[src/rtl/fieldbus_telegram_deframer_top_defines.svh]
// Assertion macros for the telegram deframer RTL, used by ftd_parser.
// Expects i_clk and i_rst_n in the scope of the module that uses them.
`ifndef FIELDBUS_TELEGRAM_DEFRAMER_TOP_DEFINES_SVH
`define FIELDBUS_TELEGRAM_DEFRAMER_TOP_DEFINES_SVH

// Same-cycle implication, disabled while in reset
`define FTD_ASSERT_IMP(lbl, ante, cons) \
    lbl: assert property (@(posedge i_clk) disable iff (!i_rst_n) (ante) |-> (cons)) \
        else $error("deframer check failed");

// Next-cycle implication, disabled while in reset
`define FTD_ASSERT_NXT(lbl, ante, cons) \
    lbl: assert property (@(posedge i_clk) disable iff (!i_rst_n) (ante) |=> (cons)) \
        else $error("deframer check failed");

`endif

[src/rtl/ftd_pkg.sv]
// Package for the fieldbus telegram deframer: result type, codes and constants.
// No dependencies; imported by every deframer module.
`timescale 1ns / 1ps
`default_nettype none

package ftd_pkg;

    // Configuration register indexes
    localparam int CFG_IDX_W = 1;
    localparam logic [CFG_IDX_W-1:0] CFG_CONTROL_MASK  = 1'b0;
    localparam logic [CFG_IDX_W-1:0] CFG_CONTROL_MATCH = 1'b1;

    // Reset values of the configuration registers
    localparam logic [7:0] CONTROL_MASK_RESET  = 8'hD3;
    localparam logic [7:0] CONTROL_MATCH_RESET = 8'h90;

    // Low info bits give payload length minus one
    localparam logic [7:0] INFO_LEN_MASK = 8'h07;
    // Checksum byte XOR running XOR must give all ones
    localparam logic [7:0] CHECKSUM_GOOD = 8'hFF;

    // Result status codes
    localparam logic [1:0] STATUS_GOOD     = 2'd0;
    localparam logic [1:0] STATUS_BAD      = 2'd1;
    localparam logic [1:0] STATUS_SPURIOUS = 2'd2;

    typedef struct packed {
        logic [1:0]  status;
        logic [7:0]  control_byte;
        logic [15:0] source_address;
        logic [15:0] dest_address;
        logic [7:0]  info_byte;
        logic [63:0] payload;
        logic [3:0]  payload_length;
        logic [7:0]  checksum_byte;
    } t_result;

endpackage

`default_nettype wire

[src/rtl/fieldbus_telegram_deframer_top.sv]
// Fieldbus telegram deframer, top level: byte channel in, telegram result channel out.
// Depends on ftd_pkg, ftd_parser and ftd_out_reg.
// Takes one received byte per transfer, one per clock cycle with no gaps as long as the
// result side keeps up. Each byte updates the parser state in the cycle it is accepted;
// a finished telegram (on its checksum byte) or a spurious byte shows up on the result
// channel in the next cycle from a single output register. Input ready drops only while
// that register holds a result the consumer has not taken. Configuration writes take
// effect on the next cycle and should only be made while the block is idle.
`timescale 1ns / 1ps
`default_nettype none

module fieldbus_telegram_deframer_top (
    input  wire logic                           i_clk,
    input  wire logic                           i_rst_n,
    input  wire logic                           i_cfg_we,
    input  wire logic [ftd_pkg::CFG_IDX_W-1:0]  i_cfg_index,
    input  wire logic [7:0]                     i_cfg_data,
    input  wire logic                           i_in_valid,
    output logic                                o_in_ready,
    input  wire logic [7:0]                     i_rx_byte,
    output logic                                o_out_valid,
    input  wire logic                           i_out_ready,
    output logic [1:0]                          o_status,
    output logic [7:0]                          o_control_byte,
    output logic [15:0]                         o_source_address,
    output logic [15:0]                         o_dest_address,
    output logic [7:0]                          o_info_byte,
    output logic [63:0]                         o_payload,
    output logic [3:0]                          o_payload_length,
    output logic [7:0]                          o_checksum_byte
);
    import ftd_pkg::*;

    logic    accept;
    logic    res_valid;
    logic    free;
    t_result res;
    t_result out_res;

    // Input transfer happens when the result register can take a result
    assign o_in_ready = free;
    assign accept     = i_in_valid && free;

    ftd_parser u_parser (
        .i_clk       (i_clk),
        .i_rst_n     (i_rst_n),
        .i_cfg_we    (i_cfg_we),
        .i_cfg_index (i_cfg_index),
        .i_cfg_data  (i_cfg_data),
        .i_accept    (accept),
        .i_rx_byte   (i_rx_byte),
        .o_res_valid (res_valid),
        .o_res       (res)
    );

    ftd_out_reg u_out_reg (
        .i_clk       (i_clk),
        .i_rst_n     (i_rst_n),
        .i_load      (res_valid),
        .i_res       (res),
        .i_out_ready (i_out_ready),
        .o_out_valid (o_out_valid),
        .o_free      (free),
        .o_res       (out_res)
    );

    assign o_status         = out_res.status;
    assign o_control_byte   = out_res.control_byte;
    assign o_source_address = out_res.source_address;
    assign o_dest_address   = out_res.dest_address;
    assign o_info_byte      = out_res.info_byte;
    assign o_payload        = out_res.payload;
    assign o_payload_length = out_res.payload_length;
    assign o_checksum_byte  = out_res.checksum_byte;

endmodule

`default_nettype wire

[src/rtl/ftd_parser.sv]
// Telegram parser: frame-start test, field capture, running XOR, result forming.
// Depends on ftd_pkg and the assertion macro header.
`timescale 1ns / 1ps
`default_nettype none
`include "fieldbus_telegram_deframer_top_defines.svh"

module ftd_parser (
    input  wire logic                           i_clk,
    input  wire logic                           i_rst_n,
    input  wire logic                           i_cfg_we,
    input  wire logic [ftd_pkg::CFG_IDX_W-1:0]  i_cfg_index,
    input  wire logic [7:0]                     i_cfg_data,
    input  wire logic                           i_accept,
    input  wire logic [7:0]                     i_rx_byte,
    output logic                                o_res_valid,
    output ftd_pkg::t_result                    o_res
);
    import ftd_pkg::*;

    typedef enum logic [2:0] {
        PH_CONTROL = 3'd0,
        PH_SOURCE  = 3'd1,
        PH_DEST    = 3'd2,
        PH_INFO    = 3'd3,
        PH_DATA    = 3'd4,
        PH_CHECK   = 3'd5
    } t_phase;

    logic [7:0]  r_mask, r_match;
    t_phase      r_phase, n_phase;
    logic [3:0]  r_count, n_count;
    logic [3:0]  r_expected, n_expected;
    logic [7:0]  r_control, n_control;
    logic [15:0] r_source, n_source;
    logic [15:0] r_dest, n_dest;
    logic [7:0]  r_info, n_info;
    logic [63:0] r_payload, n_payload;
    logic [7:0]  r_xor, n_xor;
    logic [3:0]  count_inc;
    logic        found;

    assign count_inc = r_count + 4'd1;

    // Per-byte state update and result forming
    always_comb begin
        n_phase    = r_phase;
        n_count    = r_count;
        n_expected = r_expected;
        n_control  = r_control;
        n_source   = r_source;
        n_dest     = r_dest;
        n_info     = r_info;
        n_payload  = r_payload;
        n_xor      = r_xor;
        found      = 1'b0;
        o_res      = '0;
        case (r_phase)
            PH_SOURCE: begin
                n_source = {r_source[7:0], i_rx_byte};
                n_xor    = r_xor ^ i_rx_byte;
                n_count  = count_inc;
                if (count_inc >= 4'd2) begin
                    n_phase = PH_DEST;
                    n_count = 4'd0;
                    n_dest  = 16'd0;
                end
            end
            PH_DEST: begin
                n_dest  = {r_dest[7:0], i_rx_byte};
                n_xor   = r_xor ^ i_rx_byte;
                n_count = count_inc;
                if (count_inc >= 4'd2) begin
                    n_phase = PH_INFO;
                end
            end
            PH_INFO: begin
                n_info     = i_rx_byte;
                n_xor      = r_xor ^ i_rx_byte;
                n_expected = {1'b0, i_rx_byte[2:0] & INFO_LEN_MASK[2:0]} + 4'd1;
                n_count    = 4'd0;
                n_phase    = PH_DATA;
            end
            PH_DATA: begin
                // write the byte into the lane picked by the count
                for (int k = 0; k < 8; k++) begin
                    if (r_count[2:0] == 3'(k)) begin
                        n_payload[8*k +: 8] = r_payload[8*k +: 8] | i_rx_byte;
                    end
                end
                n_xor   = r_xor ^ i_rx_byte;
                n_count = count_inc;
                if (count_inc >= r_expected) begin
                    n_phase = PH_CHECK;
                end
            end
            PH_CHECK: begin
                found                = 1'b1;
                o_res.status         = ((i_rx_byte ^ r_xor) == CHECKSUM_GOOD) ?
                                       STATUS_GOOD : STATUS_BAD;
                o_res.control_byte   = r_control;
                o_res.source_address = r_source;
                o_res.dest_address   = r_dest;
                o_res.info_byte      = r_info;
                o_res.payload        = r_payload;
                o_res.payload_length = r_expected;
                o_res.checksum_byte  = i_rx_byte;
                n_xor                = r_xor ^ i_rx_byte;
                n_phase              = PH_CONTROL;
            end
            default: begin
                // waiting for a frame start
                if ((i_rx_byte & r_mask) == r_match) begin
                    n_control = i_rx_byte;
                    n_source  = 16'd0;
                    n_dest    = 16'd0;
                    n_payload = 64'd0;
                    n_count   = 4'd0;
                    n_xor     = i_rx_byte;
                    n_phase   = PH_SOURCE;
                end else begin
                    found               = 1'b1;
                    o_res.status        = STATUS_SPURIOUS;
                    o_res.checksum_byte = i_rx_byte;
                end
            end
        endcase
    end

    assign o_res_valid = i_accept && found;

    // Control state and configuration registers
    always_ff @(posedge i_clk) begin
        if (!i_rst_n) begin
            r_mask  <= CONTROL_MASK_RESET;
            r_match <= CONTROL_MATCH_RESET;
            r_phase <= PH_CONTROL;
            r_count <= 4'd0;
            r_xor   <= 8'd0;
        end else begin
            if (i_cfg_we && i_cfg_index == CFG_CONTROL_MASK) begin
                r_mask <= i_cfg_data;
            end
            if (i_cfg_we && i_cfg_index == CFG_CONTROL_MATCH) begin
                r_match <= i_cfg_data;
            end
            if (i_accept) begin
                r_phase <= n_phase;
                r_count <= n_count;
                r_xor   <= n_xor;
            end
        end
    end

    // Frame field holding registers; always written before they are read
    always_ff @(posedge i_clk) begin
        if (i_accept) begin
            r_expected <= n_expected;
            r_control  <= n_control;
            r_source   <= n_source;
            r_dest     <= n_dest;
            r_info     <= n_info;
            r_payload  <= n_payload;
        end
    end

    `FTD_ASSERT_NXT(a_check_ends_frame, i_accept && r_phase == PH_CHECK,
        r_phase == PH_CONTROL)
    `FTD_ASSERT_IMP(a_data_count_in_range, r_phase == PH_DATA,
        r_count < r_expected && r_expected >= 4'd1 && r_expected <= 4'd8)
    `FTD_ASSERT_IMP(a_spurious_fields_zero,
        o_res_valid && o_res.status == STATUS_SPURIOUS,
        o_res.payload_length == 4'd0 && o_res.payload == 64'd0)
    `FTD_ASSERT_NXT(a_spurious_keeps_phase,
        o_res_valid && o_res.status == STATUS_SPURIOUS, r_phase == PH_CONTROL)

endmodule

`default_nettype wire

[src/rtl/ftd_out_reg.sv]
// Result register between the parser and the output channel.
// Depends on ftd_pkg.
`timescale 1ns / 1ps
`default_nettype none

module ftd_out_reg (
    input  wire logic               i_clk,
    input  wire logic               i_rst_n,
    input  wire logic               i_load,
    input  wire ftd_pkg::t_result   i_res,
    input  wire logic               i_out_ready,
    output logic                    o_out_valid,
    output logic                    o_free,
    output ftd_pkg::t_result        o_res
);
    import ftd_pkg::*;

    logic    r_valid, n_valid;
    t_result r_res;

    // Free when empty or the held result is transferred this cycle
    assign o_free = !r_valid || i_out_ready;

    always_comb begin
        n_valid = r_valid;
        if (i_out_ready) begin
            n_valid = 1'b0;
        end
        if (i_load) begin
            n_valid = 1'b1;
        end
    end

    always_ff @(posedge i_clk) begin
        if (!i_rst_n) begin
            r_valid <= 1'b0;
        end else begin
            r_valid <= n_valid;
        end
    end

    always_ff @(posedge i_clk) begin
        if (i_load) begin
            r_res <= i_res;
        end
    end

    assign o_out_valid = r_valid;
    assign o_res       = r_res;

endmodule

`default_nettype wire

[config.mk]
export PLATFORM = sky130hd
export DESIGN_NAME = fieldbus_telegram_deframer_top
export DESIGN_NICKNAME = d
export VERILOG_FILES = /design/src/rtl/ftd_pkg.sv /design/src/rtl/fieldbus_telegram_deframer_top.sv /design/src/rtl/ftd_parser.sv /design/src/rtl/ftd_out_reg.sv
export VERILOG_INCLUDE_DIRS = /design/src /design/src/rtl
export SDC_FILE = /design/constraint.sdc
export NUM_CORES = 1
export LEC_CHECK = 0
export CAP_MARGIN = 20
export CELL_PAD_IN_SITES_DETAIL_PLACEMENT = 1
export CELL_PAD_IN_SITES_GLOBAL_PLACEMENT = 2
export CORE_UTILIZATION = 39
export DETAILED_ROUTE_END_ITERATION = 16
export DONT_BUFFER_PORTS = 1
export GPL_ROUTABILITY_DRIVEN = 0
export HOLD_SLACK_MARGIN = 0.02
export PLACE_DENSITY_LB_ADDON = 0.1
export RECOVER_POWER = 50
export REMOVE_ABC_BUFFERS = 1
export SYNTH_ARGS = -nofsm -noshare
export SYNTH_HDL_FRONTEND = slang
export SYNTH_SLANG_ARGS = --single-unit
[constraint.sdc]
create_clock -name i_clk -period 7.49 [get_ports i_clk]
set_clock_uncertainty 0.1 [all_clocks]
set_input_delay 0.3745 -clock i_clk [delete_from_list [all_inputs] [get_ports i_clk]]
set_output_delay 0.3745 -clock i_clk [all_outputs]
set_load 0.005 [all_outputs]
==> impl_metrics.json, run 1 <==
{
  "status": "complete, but fails checks",
  "failed_checks": "max-capacitance violations, max-slew violations",
  "hold_depth": 1,
  "slew_headroom_pct": -26.2,
  "r2r-end": "u_out_reg.o_res[25]$_SDFFCE_PP0P_",
  "grt_usage_pct": 18.6,
  "cp-start-kind": "register",
  "rrSetupSlack_ps": 2920,
  "grt_max_degree": 129,
  "synth_compound_area_share_pct": 5.04,
  "synth_seq_cells": 274,
  "start_util_pct": 39.9,
  "antenna_cells": 0,
  "clkSlewWorstSetupHoldPaths_ps": 60,
  "maxCapViolCount": 1,
  "worst_slew_pin_slew_ps": 1890,
  "drive_gt1_share_pct": 6.16,
  "pre_cts_ws_ps": 3850,
  "num_rows": 61,
  "grt_overflow": 0,
  "num-fill-cells": 2896,
  "die_w_um": 171,
  "ir_drop_mv": 0.117,
  "synth-seq-area-share_pct": 71.0,
  "cts.sinks": 274,
  "arrival_ps": 4630,
  "nNetsFinal": 874,
  "synthesis.instances": 856,
  "die_height_um": 171,
  "antenna_found_initial": 2,
  "clk_path_buf_depth": 3,
  "finalHoldViolations": 0,
  "top_layer": "met5",
  "wl_met3_um": 1880,
  "place_inst": 1170,
  "yosysTopAreaCellShare_pct": 65.2,
  "yosysTopAreaCell": "edfxtp_1",
  "hold_path_end": "u_out_reg.o_res[3]$_DFFE_PP_",
  "timing_worst_setup_path_type": "reg -> reg",
  "clock_latency_ps": 530,
  "synth_area_per_cell_um2": 13.0,
  "die-area_mm2": 0.0292,
  "power_leakage_nw": 4.79,
  "synthXorXnorAreaFrac_pct": 0.865,
  "dr_total_vias": 6509,
  "async_flop_share_pct": 0,
  "hold_path_class": "in -> reg",
  "drc_errors": 0,
  "core_area_mm2": 0.0279,
  "required_ps": 7540,
  "drt-initial-drc-count": 418,
  "rr_startpoint": "u_parser.r_phase[2]$_SDFFE_PN0P_",
  "met1Wirelength_um": 11700,
  "port_buffers": 0,
  "wl_met2_um": 13000,
  "hp-start": "i_rx_byte[3]",
  "period_share_pct": 61.0,
  "drv_slew": 30,
  "worstSetupEndpointType": "register",
  "postRouteAntennaNets": 0,
  "wl_per_cell_um": 21.8,
  "h-tree-depth": 1,
  "cts_tree": "built",
  "routed_wl_um": 27000,
  "synth_edf_count": 242,
  "crit_fanout": 128,
  "cts_buffers": 29,
  "stdcell_count": 1239,
  "cts_setup_buffers": 0,
  "yosysWarningCount": 0,
  "synth.distinct_cells": 49,
  "ys.flop_type": "edfxtp_1",
  "yosys.area_share.adder_pct": 1.12,
  "regArea_mm2": 0.00791,
  "synth_simple_gate_area_share_pct": 18.5,
  "syn_area_mm2": 0.0111,
  "area.growth.synth_to_final_pct": 11.6,
  "setup_viol": 0,
  "grt_setup_unrepaired": "false",
  "dp_hpwl_um": 15900,
  "max_freq_ghz": 0.219,
  "firstDrtPassIters": 4,
  "grt_pass1_vias": 6797,
  "worst_slack_ps": 2920,
  "synth_top_family_by_area": "simple AND/OR/NAND/NOR gates",
  "period_needed_ps": 4570,
  "multi_input_area_mm2": 0.00285,
  "final_util_pct": 44.5,
  "grt_pass1_wl_um": 41000,
  "r2r_cells": 5,
  "clock-root-buffer": "clkbuf_16",
  "ios": 150,
  "fin_hold_ws_ps": 44.3,
  "power.density_mw_per_mm2": 272,
  "synth.mux.area_fraction_pct": 0.359,
  "yosys-top-cells-area": "edfxtp_1 (65%), and3_1 (7.6%), dfxtp_1 (5.8%)",
  "via_per_inst": 5.25
}
## what timing repair did
item	in CTS	in global routing
hold buffers	19	0
endpoints found under the hold margin	136	0
endpoints found under the setup margin	0	0
gates resized for setup	0	0
## through the flow
stage | total power, mW | setup TNS [ps] | cell area [µm²]
after detailed placement | 1.98 | 0 | 11400
after global routing | 3.50 | 0 | 12400
after global placement | 1.97 | 0 | 11400
after floorplan | 1.93 | -132730 | 10800
after CTS | 3.43 | 0 | 12500
final | 3.38 | 0 | 12400
## routing by layer
| layer | global-route usage (%) | vias to the layer above |
|---|---|---|
| met5 | 0 | - |
| met4 | 4.50 | 2 |
| met3 | 4.21 | 39 |
| met2 | 31.2 | 167 |
| met1 | 24.4 | 3244 |
| li1 | - | 3057 |
## worst max path at each step
stage,slack (ps),startpoint,end
2_1_floorplan,-1050,u_parser.r_phase[2]$_SDFFE_PN0P_,u_out_reg.o_res[0]$_DFFE_PP_
3_3_place_gp,4040,u_parser.r_phase[2]$_SDFFE_PN0P_,u_out_reg.o_res[28]$_SDFFCE_PP0P_
3_5_place_dp,3850,u_parser.r_phase[2]$_SDFFE_PN0P_,u_out_reg.o_res[34]$_SDFFCE_PP0P_
4_1_cts,3820,u_parser.r_phase[2]$_SDFFE_PN0P_,u_out_reg.o_res[75]$_SDFFCE_PP0P_
5_1_grt,2570,u_parser.r_phase[2]$_SDFFE_PN0P_,u_out_reg.o_res[67]$_SDFFCE_PP0P_
6_report,2920,u_parser.r_phase[2]$_SDFFE_PN0P_,u_out_reg.o_res[25]$_SDFFCE_PP0P_
## synthesized netlist by cell type, drive strengths merged (2+ instances only)
library cell and number:
a211oi 2, a21boi 10, a21o 3, a21oi 25
a31oi 3, and2 18, and3 136, and3b 2
buf 18, clkbuf 50, dfxtp 32, edfxtp 242
ha 10, inv 12, mux2i 4, nand2 52
nand2b 4, nand3 15, nand4 8, nor2 142
nor2b 12, nor3 6, nor4 3, nor4b 2
o2111a 8, o21ai 4, o21bai 8, o221ai 2
o22a 2, xnor2 10
## cell type report
type / instances / share of cell area (%)
clock buffers: 33 / 5.96
multi-input cells: 502 / 22.9
well taps: 378 / 3.80
flip-flops and latches: 274 / 63.6
repair buffers: 23 / 1.77
clock inverters: 17 / 1.52
inverters: 12 / 0.362
## critical path, cell delays in order (launching register included)
cell     delay, ps
dfxtp_4       1050
a21oi_1        510
a41oi_1       1010
nor2_1         440
nor2_4         180
buf_4          810
## sequential cells by signal, summed over array words and instances (netlist names)
| name | cells |
|---|---|
| u_parser.r_info | 8 |
| u_out_reg.o_out_valid | 1 |
| u_parser.r_xor | 8 |
| u_parser.r_mask | 8 |
| u_parser.r_match | 8 |
| u_parser.r_expected | 4 |
| u_parser.r_payload | 64 |
| u_parser.r_dest | 16 |
| u_parser.r_count | 4 |
| u_out_reg.o_res | 126 |
| u_parser.r_phase | 3 |
| u_parser.r_control | 8 |
| u_parser.r_source | 16 |
## kinds of logic (layout without fill, tap and decap cells)
family	Yosys count	in the layout
and+or+nand+nor	404	404
muxes	4	4
adders and majority gates	10	10
xor gates and xnor gates	11	11
DFF	274	274
AOI/OAI and AO/OA	73	73
buffers and inverters	80	85
## cells in the final DEF (no fill, tap or decap), types with 8 or more instances in the layout
cell type and count:
nor2b_1 12, and2_0 8, dfxtp_1 31, nand3_1 15, nand4_1 8, o21bai_1 8
a21oi_1 23, nor2_1 141, nand2_1 51, edfxtp_1 242, xnor2_1 10, a21boi_0 10
o2111a_1 8, and3_1 136, ha_1 10, clkbuf_16 29, dlygate4sd3_1 19, inv_1 12
and2_1 10
## power by group
part	switching, mW	internal (mW)
combinational	0.123	0.0400
sequential	0.0480	1.75
clock	0.576	0.842
total	0.747	2.63
(Power assumes the default switching activity.)
==> inputs of run 2 (changes only) <==
--- a/config.mk
+++ b/config.mk
@@ -6,10 +6,11 @@
 export SDC_FILE = /design/constraint.sdc
 export NUM_CORES = 1
 export LEC_CHECK = 0
+export ABC_AREA = 1
 export CAP_MARGIN = 20
 export CELL_PAD_IN_SITES_DETAIL_PLACEMENT = 1
 export CELL_PAD_IN_SITES_GLOBAL_PLACEMENT = 2
-export CORE_UTILIZATION = 39
+export CORE_UTILIZATION = 38
 export DETAILED_ROUTE_END_ITERATION = 16
 export DONT_BUFFER_PORTS = 1
 export GPL_ROUTABILITY_DRIVEN = 0
==> constraint.sdc (replaced) <==
create_clock -name i_clk -period 3.7 [get_ports i_clk]
set_clock_uncertainty 0.1 [all_clocks]
set_input_delay 0.185 -clock i_clk [delete_from_list [all_inputs] [get_ports i_clk]]
set_output_delay 0.185 -clock i_clk [all_outputs]
set_load 0.005 [all_outputs]
==> run 2 against run 1 <==
Compared with the run above:
- the run now ends clean
- total power grew to 2.9 times the previous value
- fmax grew 55%
- final area grew 0.84%
- critical endpoint is now u_parser.r_count[0]$_SDFFE_PN0P_
- clock power grew 110%
- synthesized cell count grew 8.6%
- synthesized area shrank 2.4%
- largest cell class unchanged
- largest power group unchanged
- critical path depth grew 7
- combinational power grew to 11 times the previous value
- sequential share of layout area shrank 0.56 points
- setup slack lost 2200 ps
- highest routed layer is now met4
==> impl_metrics.json, run 2 <==
{
  "grt_overflow": 0,
  "ios": 150,
  "synth_seq_cells": 274,
  "synth_compound_area_share_pct": 5.63,
  "slew_headroom_pct": 3.21,
  "ys_top_cells_by_count": "edfxtp_1 (242), nor2_1 (192), inv_1 (147)",
  "fin_tns_setup_ps": 0,
  "h-tree-depth": 1,
  "yosys-top-cells-area": "edfxtp_1 (67%), nor2_1 (6.6%), dfxtp_1 (5.9%)",
  "ir_drop_mv": 0.583,
  "dr_total_vias": 6488,
  "drive_gt1_share_pct": 6.48,
  "top_layer": "met4",
  "firstDrtPassIters": 5,
  "yosysWarningCount": 0,
  "grt_setup_unrepaired": "false",
  "period_needed_ps": 2950,
  "ys.flop_type": "edfxtp_1",
  "routed_wl_um": 25000,
  "max_freq_ghz": 0.339,
  "cts.sinks": 274,
  "crit_fanout": 67,
  "final_util_pct": 44.9,
  "synth-seq-area-share_pct": 72.8,
  "via_per_inst": 4.75,
  "maxCapViolCount": 0,
  "dpl_cell_area_mm2": 0.0112,
  "antenna_cells": 0,
  "num-fill-cells": 2977,
  "place_inst": 1277,
  "status": "finished clean",
  "die_height_um": 171,
  "worst_slack_ps": 748,
  "arrival_ps": 3290,
  "drv_slew": 0,
  "wl_met3_um": 1270,
  "pre_cts_ws_ps": 1130,
  "cp-start-kind": "register",
  "drc_errors": 0,
  "worst_slew_pin_slew_ps": 1450,
  "synth_top_family_by_area": "simple AND/OR/NAND/NOR gates",
  "synth.mux.area_fraction_pct": 0,
  "num_rows": 61,
  "mostFrequentLayoutCells": "edfxtp_1 (242), nor2_1 (192), inv_1 (151)",
  "synth_simple_gate_area_share_pct": 12.7,
  "die-area_mm2": 0.0293,
  "met1Wirelength_um": 11000,
  "largest_reg_flops": 126,
  "fin_hold_ws_ps": 72.2,
  "required_ps": 4040,
  "post_cts_resized": 0,
  "finalPower_mw": 9.76,
  "port_buffers": 0,
  "grt_usage_pct": 17.4,
  "clk_path_buf_depth": 3,
  "dp_hpwl_um": 15400,
  "cts_buffers": 30,
  "cts_setup_buffers": 0,
  "postRouteAntennaNets": 0,
  "grt_max_degree": 127,
  "die_w_um": 171,
  "yosysTopAreaCell": "edfxtp_1",
  "power.density_mw_per_mm2": 778,
  "synth_area_per_cell_um2": 11.7,
  "wl_per_cell_um": 18.3,
  "async_flop_share_pct": 0,
  "clkSlewWorstSetupHoldPaths_ps": 60,
  "holdBufCountCts": 35,
  "finalHoldViolations": 0,
  "drt-initial-drc-count": 351,
  "yosysTopAreaCellShare_pct": 66.9,
  "nNetsFinal": 998,
  "hold_path_class": "in -> reg",
  "start_util_pct": 38.9,
  "clock_latency_ps": 550,
  "multi_input_area_mm2": 0.00218,
  "wl_met2_um": 12200,
  "synth.distinct_cells": 29,
  "grt_pass1_wl_um": 38600,
  "synthMostInstantiatedCell": "edfxtp_1",
  "synthXorXnorAreaFrac_pct": 0.725,
  "final_common_cell": "edfxtp_1",
  "synth_edf_count": 242,
  "period_share_pct": 79.8,
  "yosys.area_share.adder_pct": 1.15,
  "setup_viol": 0,
  "worstSetupEndpointType": "register",
  "timing_worst_setup_path_type": "reg -> reg",
  "grt_pass1_vias": 6874,
  "stdcell_count": 1365,
  "area.growth.synth_to_final_pct": 15.4,
  "antenna_found_initial": 0,
  "synthesis.instances": 930,
  "syn_area_mm2": 0.0109,
  "cts_tree": "built",
  "final_design_area_no_fill_mm2": 0.0125,
  "power_leakage_nw": 5.10,
  "regArea_mm2": 0.00791,
  "core_area_mm2": 0.0279,
  "clock-root-buffer": "clkbuf_16"
}
==> run 2: cell types whose count changed in the layout (fill, tap and decap cells not counted), sizes merged, moves of 12 or more <==
cell	before	now
and3	136	0
nand2	52	84
nor2b	12	0
dlygate4sd3	19	34
inv	13	158
nand3	15	34
o21ai	4	25
a21oi	25	90
and2	18	0
nor2	142	195
==> run 2: metal layers <==
metal  vias to the layer above  GRT usage [%]
li1                       3126              -
met1                      3177           22.1
met2                       148           29.7
met3                        37           3.72
met4                         0           4.89
met5                         -              0
==> run 2: worst paths after layout <==
| check | start | to | slack [ps] | cells past startpoint |
|---|---|---|---|---|
| max reg2reg | u_parser.r_phase[1]$_SDFFE_PN0P_ | u_parser.r_count[0]$_SDFFE_PN0P_ | 750 | 12 |
| min | i_rx_byte[4] | u_parser.r_source[4]$_SDFFCE_PN0P_ | 70 | 2 |
| max | u_parser.r_phase[1]$_SDFFE_PN0P_ | u_parser.r_count[0]$_SDFFE_PN0P_ | 750 | 12 |
| min reg2reg | u_parser.r_match[2]$_SDFFE_PN0P_ | u_parser.r_match[2]$_SDFFE_PN0P_ | 390 | 2 |
==> run 2: area by class of cell <==
| type | instances | share of cell area [%] |
|---|---|---|
| multi-input combinational | 462 | 17.4 |
| timing repair buffer | 41 | 3.25 |
| clock inverter | 20 | 1.55 |
| inverter | 157 | 4.74 |
| sequential | 274 | 63.1 |
| clock buffer | 33 | 6.25 |
| tap | 378 | 3.77 |
==> run 2: logic make-up after synthesis <==
group                      after synthesis
and+or+nand+nor                        323
DFF                                    274
buffers and inverters                  194
AOI/OAI and AO/OA                      120
adders and majority gates               10
xor gates and xnor gates                 9
==> run 2: critical path, stage by stage (launching register included) <==
cell      delay [ps]
dfxtp_1          380
inv_1            110
nand2_2          140
nor2_4            90
inv_1            140
clkbuf_2        1080
nand2_1          340
inv_2            140
nand2_1           70
nand2_1           50
nand3_1           70
nand2_1           80
nor2_1            40
==> run 2: where the power goes <==
group	internal [mW]	switching, mW
combinational	0.469	1.34
clock	1.79	1.19
sequential	4.52	0.456
==> inputs of run 3 (changes only) <==
--- a/config.mk
+++ b/config.mk
@@ -10,7 +10,7 @@
 export CAP_MARGIN = 20
 export CELL_PAD_IN_SITES_DETAIL_PLACEMENT = 1
 export CELL_PAD_IN_SITES_GLOBAL_PLACEMENT = 2
-export CORE_UTILIZATION = 38
+export CORE_UTILIZATION = 42
 export DETAILED_ROUTE_END_ITERATION = 16
 export DONT_BUFFER_PORTS = 1
 export GPL_ROUTABILITY_DRIVEN = 0
==> constraint.sdc (replaced) <==
create_clock -name i_clk -period 3 [get_ports i_clk]
set_clock_uncertainty 0.1 [all_clocks]
set_input_delay 0.15 -clock i_clk [delete_from_list [all_inputs] [get_ports i_clk]]
set_output_delay 0.15 -clock i_clk [all_outputs]
set_load 0.005 [all_outputs]
==> run 3 against run 2 <==
Compared with the run above:
- clock power increased by 16%
- sequential power rose by 23%
- cell count down 2.6%
- critical path depth did not move
- total power is 21% higher
- sequential share of layout area rose by 0.27 points
- via count rose by 2.0%
- final area is 0.42% lower
- global-route usage grew 1.9 points
- critical path type unchanged
- largest cell class unchanged
- wire length increased by 0.30%
- hold slack got worse by 12 ps
==> impl_metrics.json, run 3 (synthesis results as in run 2) <==
{
  "drc_errors": 0,
  "multi_input_area_mm2": 0.00216,
  "finalPower_mw": 11.9,
  "post_cts_resized": 0,
  "num-fill-cells": 2698,
  "period_needed_ps": 2620,
  "arrival_ps": 3000,
  "drv_slew": 0,
  "switchingPower_mw": 3.67,
  "mostFrequentLayoutCells": "edfxtp_1 (242), nor2_1 (194), inv_1 (149)",
  "finalHoldViolations": 0,
  "dr_total_vias": 6619,
  "postRouteAntennaNets": 0,
  "ir_drop_mv": 0.438,
  "grt_usage_pct": 19.3,
  "antenna_found_initial": 0,
  "power_leakage_nw": 5.11,
  "die_w_um": 163,
  "port_buffers": 0,
  "rrSetupSlack_ps": 380,
  "h-tree-depth": 1,
  "regArea_mm2": 0.00791,
  "worst_slack_ps": 376,
  "power.density_mw_per_mm2": 949,
  "place_inst": 1242,
  "clock-root-buffer": "clkbuf_16",
  "final_util_pct": 49.4,
  "routed_wl_um": 25100,
  "num_rows": 58,
  "cp-start-kind": "register",
  "via_per_inst": 4.98,
  "final_design_area_no_fill_mm2": 0.0125,
  "cts_setup_buffers": 0,
  "area.growth.synth_to_final_pct": 14.9,
  "holdBufCountCts": 33,
  "antenna_cells": 0,
  "worstSetupEndpointType": "register",
  "crit_fanout": 67,
  "clock_latency_ps": 550,
  "clkPwrFrac_pct": 29.0,
  "required_ps": 3370,
  "grt_overflow": 0,
  "setup_viol": 0,
  "start_util_pct": 43.0,
  "p_sw_share_pct": 30.9,
  "largest_reg_flops": 126,
  "dpl_cell_area_mm2": 0.0113,
  "p_int_mw": 8.18,
  "grt_pass1_vias": 7053,
  "cts.sinks": 274,
  "cts_tree": "built",
  "maxCapViolCount": 0,
  "pwr-share-seq_pct": 51.7,
  "status": "finished clean",
  "stdcell_count": 1329,
  "slew_headroom_pct": 35.4,
  "grt_setup_unrepaired": "false",
  "die-area_mm2": 0.0265,
  "pwr-share-comb_pct": 19.3,
  "core_area_mm2": 0.0253,
  "worst_slew_pin_slew_ps": 970,
  "max_freq_ghz": 0.381,
  "final_common_cell": "edfxtp_1",
  "timing_worst_setup_path_type": "reg -> reg",
  "cts_buffers": 29,
  "hold_path_class": "in -> reg",
  "die_height_um": 163,
  "firstDrtPassIters": 4,
  "ios": 150,
  "pre_cts_ws_ps": 452,
  "drt-initial-drc-count": 332,
  "drive_gt1_share_pct": 7.11,
  "clkSlewWorstSetupHoldPaths_ps": 60,
  "dp_hpwl_um": 15700,
  "period_share_pct": 87.5,
  "clk_path_buf_depth": 3,
  "nNetsFinal": 1008,
  "grt_pass1_wl_um": 39300,
  "wl_per_cell_um": 18.9,
  "grt_max_degree": 72
}
==> run 3: cell count changes in the layout (fill, tap and decap cells not counted), moves of 2 or more <==
cell,previous run,this run
clkbuf_16,31,29
bufinv_16,4,2
clkinv_2,5,3
clkbuf_8,0,3
dlygate4sd3_1,34,32
inv_1,151,149
o21ai_1,1,3
clkbuf_1,4,10
nor2_1,192,194
buf_4,2,12
o21ai_0,24,22
==> run 3: final timing paths <==
kind | start | to | depth (start not counted)
worst min register to register | u_parser.r_match[2]$_SDFFE_PN0P_ | u_parser.r_match[2]$_SDFFE_PN0P_ | 2
worst min-delay path | i_rx_byte[4] | u_parser.r_dest[4]$_SDFFCE_PN0P_ | 2
worst max-delay path | u_parser.r_phase[1]$_SDFFE_PN0P_ | u_parser.r_count[0]$_SDFFE_PN0P_ | 12
worst max register to register | u_parser.r_phase[1]$_SDFFE_PN0P_ | u_parser.r_count[0]$_SDFFE_PN0P_ | 12
==> run 3: metrics by stage <==
stage,TNS [ps],hold slack [ps]
CTS,0,60.4
global route,0,61.2
floorplan,-198030,134
finish,0,60.6
global placement,0,139
detailed placement,0,143
==> run 3: metal layers <==
layer,global-route usage [%],up-vias,wire (µm)
met2,33.3,127,12600
met1,24.9,3308,11100
met5,0,-,0
li1,-,3154,-
met3,3.85,30,1030
met4,4.63,0,386
==> run 3: power by group through the flow <==
stage	Combinational, mW	Sequential (mW)	Clock, mW
5_1_grt	2.58	6.25	3.69
3_3_place_gp	2.17	6.18	0
3_5_place_dp	2.31	6.23	0
4_1_cts	2.37	6.16	3.55
2_1_floorplan	1.58	5.99	0
6_report	2.29	6.12	3.44
==> run 3: layout make-up <==
type                    instances  area share [%]
repair buffers                 52            3.93
flip-flops and latches        274            63.3
well taps                     330            3.31
clock inverters                16            1.01
multi-input cells             462            17.3
clock buffers                  38            6.32
inverters                     157            4.75
==> run 3: critical path, stage by stage (launching register included) <==
cell and delay [ps]:
dfxtp_1 340, inv_1 120, nand2_1 140, nor2_1 540, clkinv_1 250, buf_4 390, nand2_1 260, inv_2 60
nand2_1 60, nand2_1 50, nand3_1 70, nand2_1 50, nor2_1 120
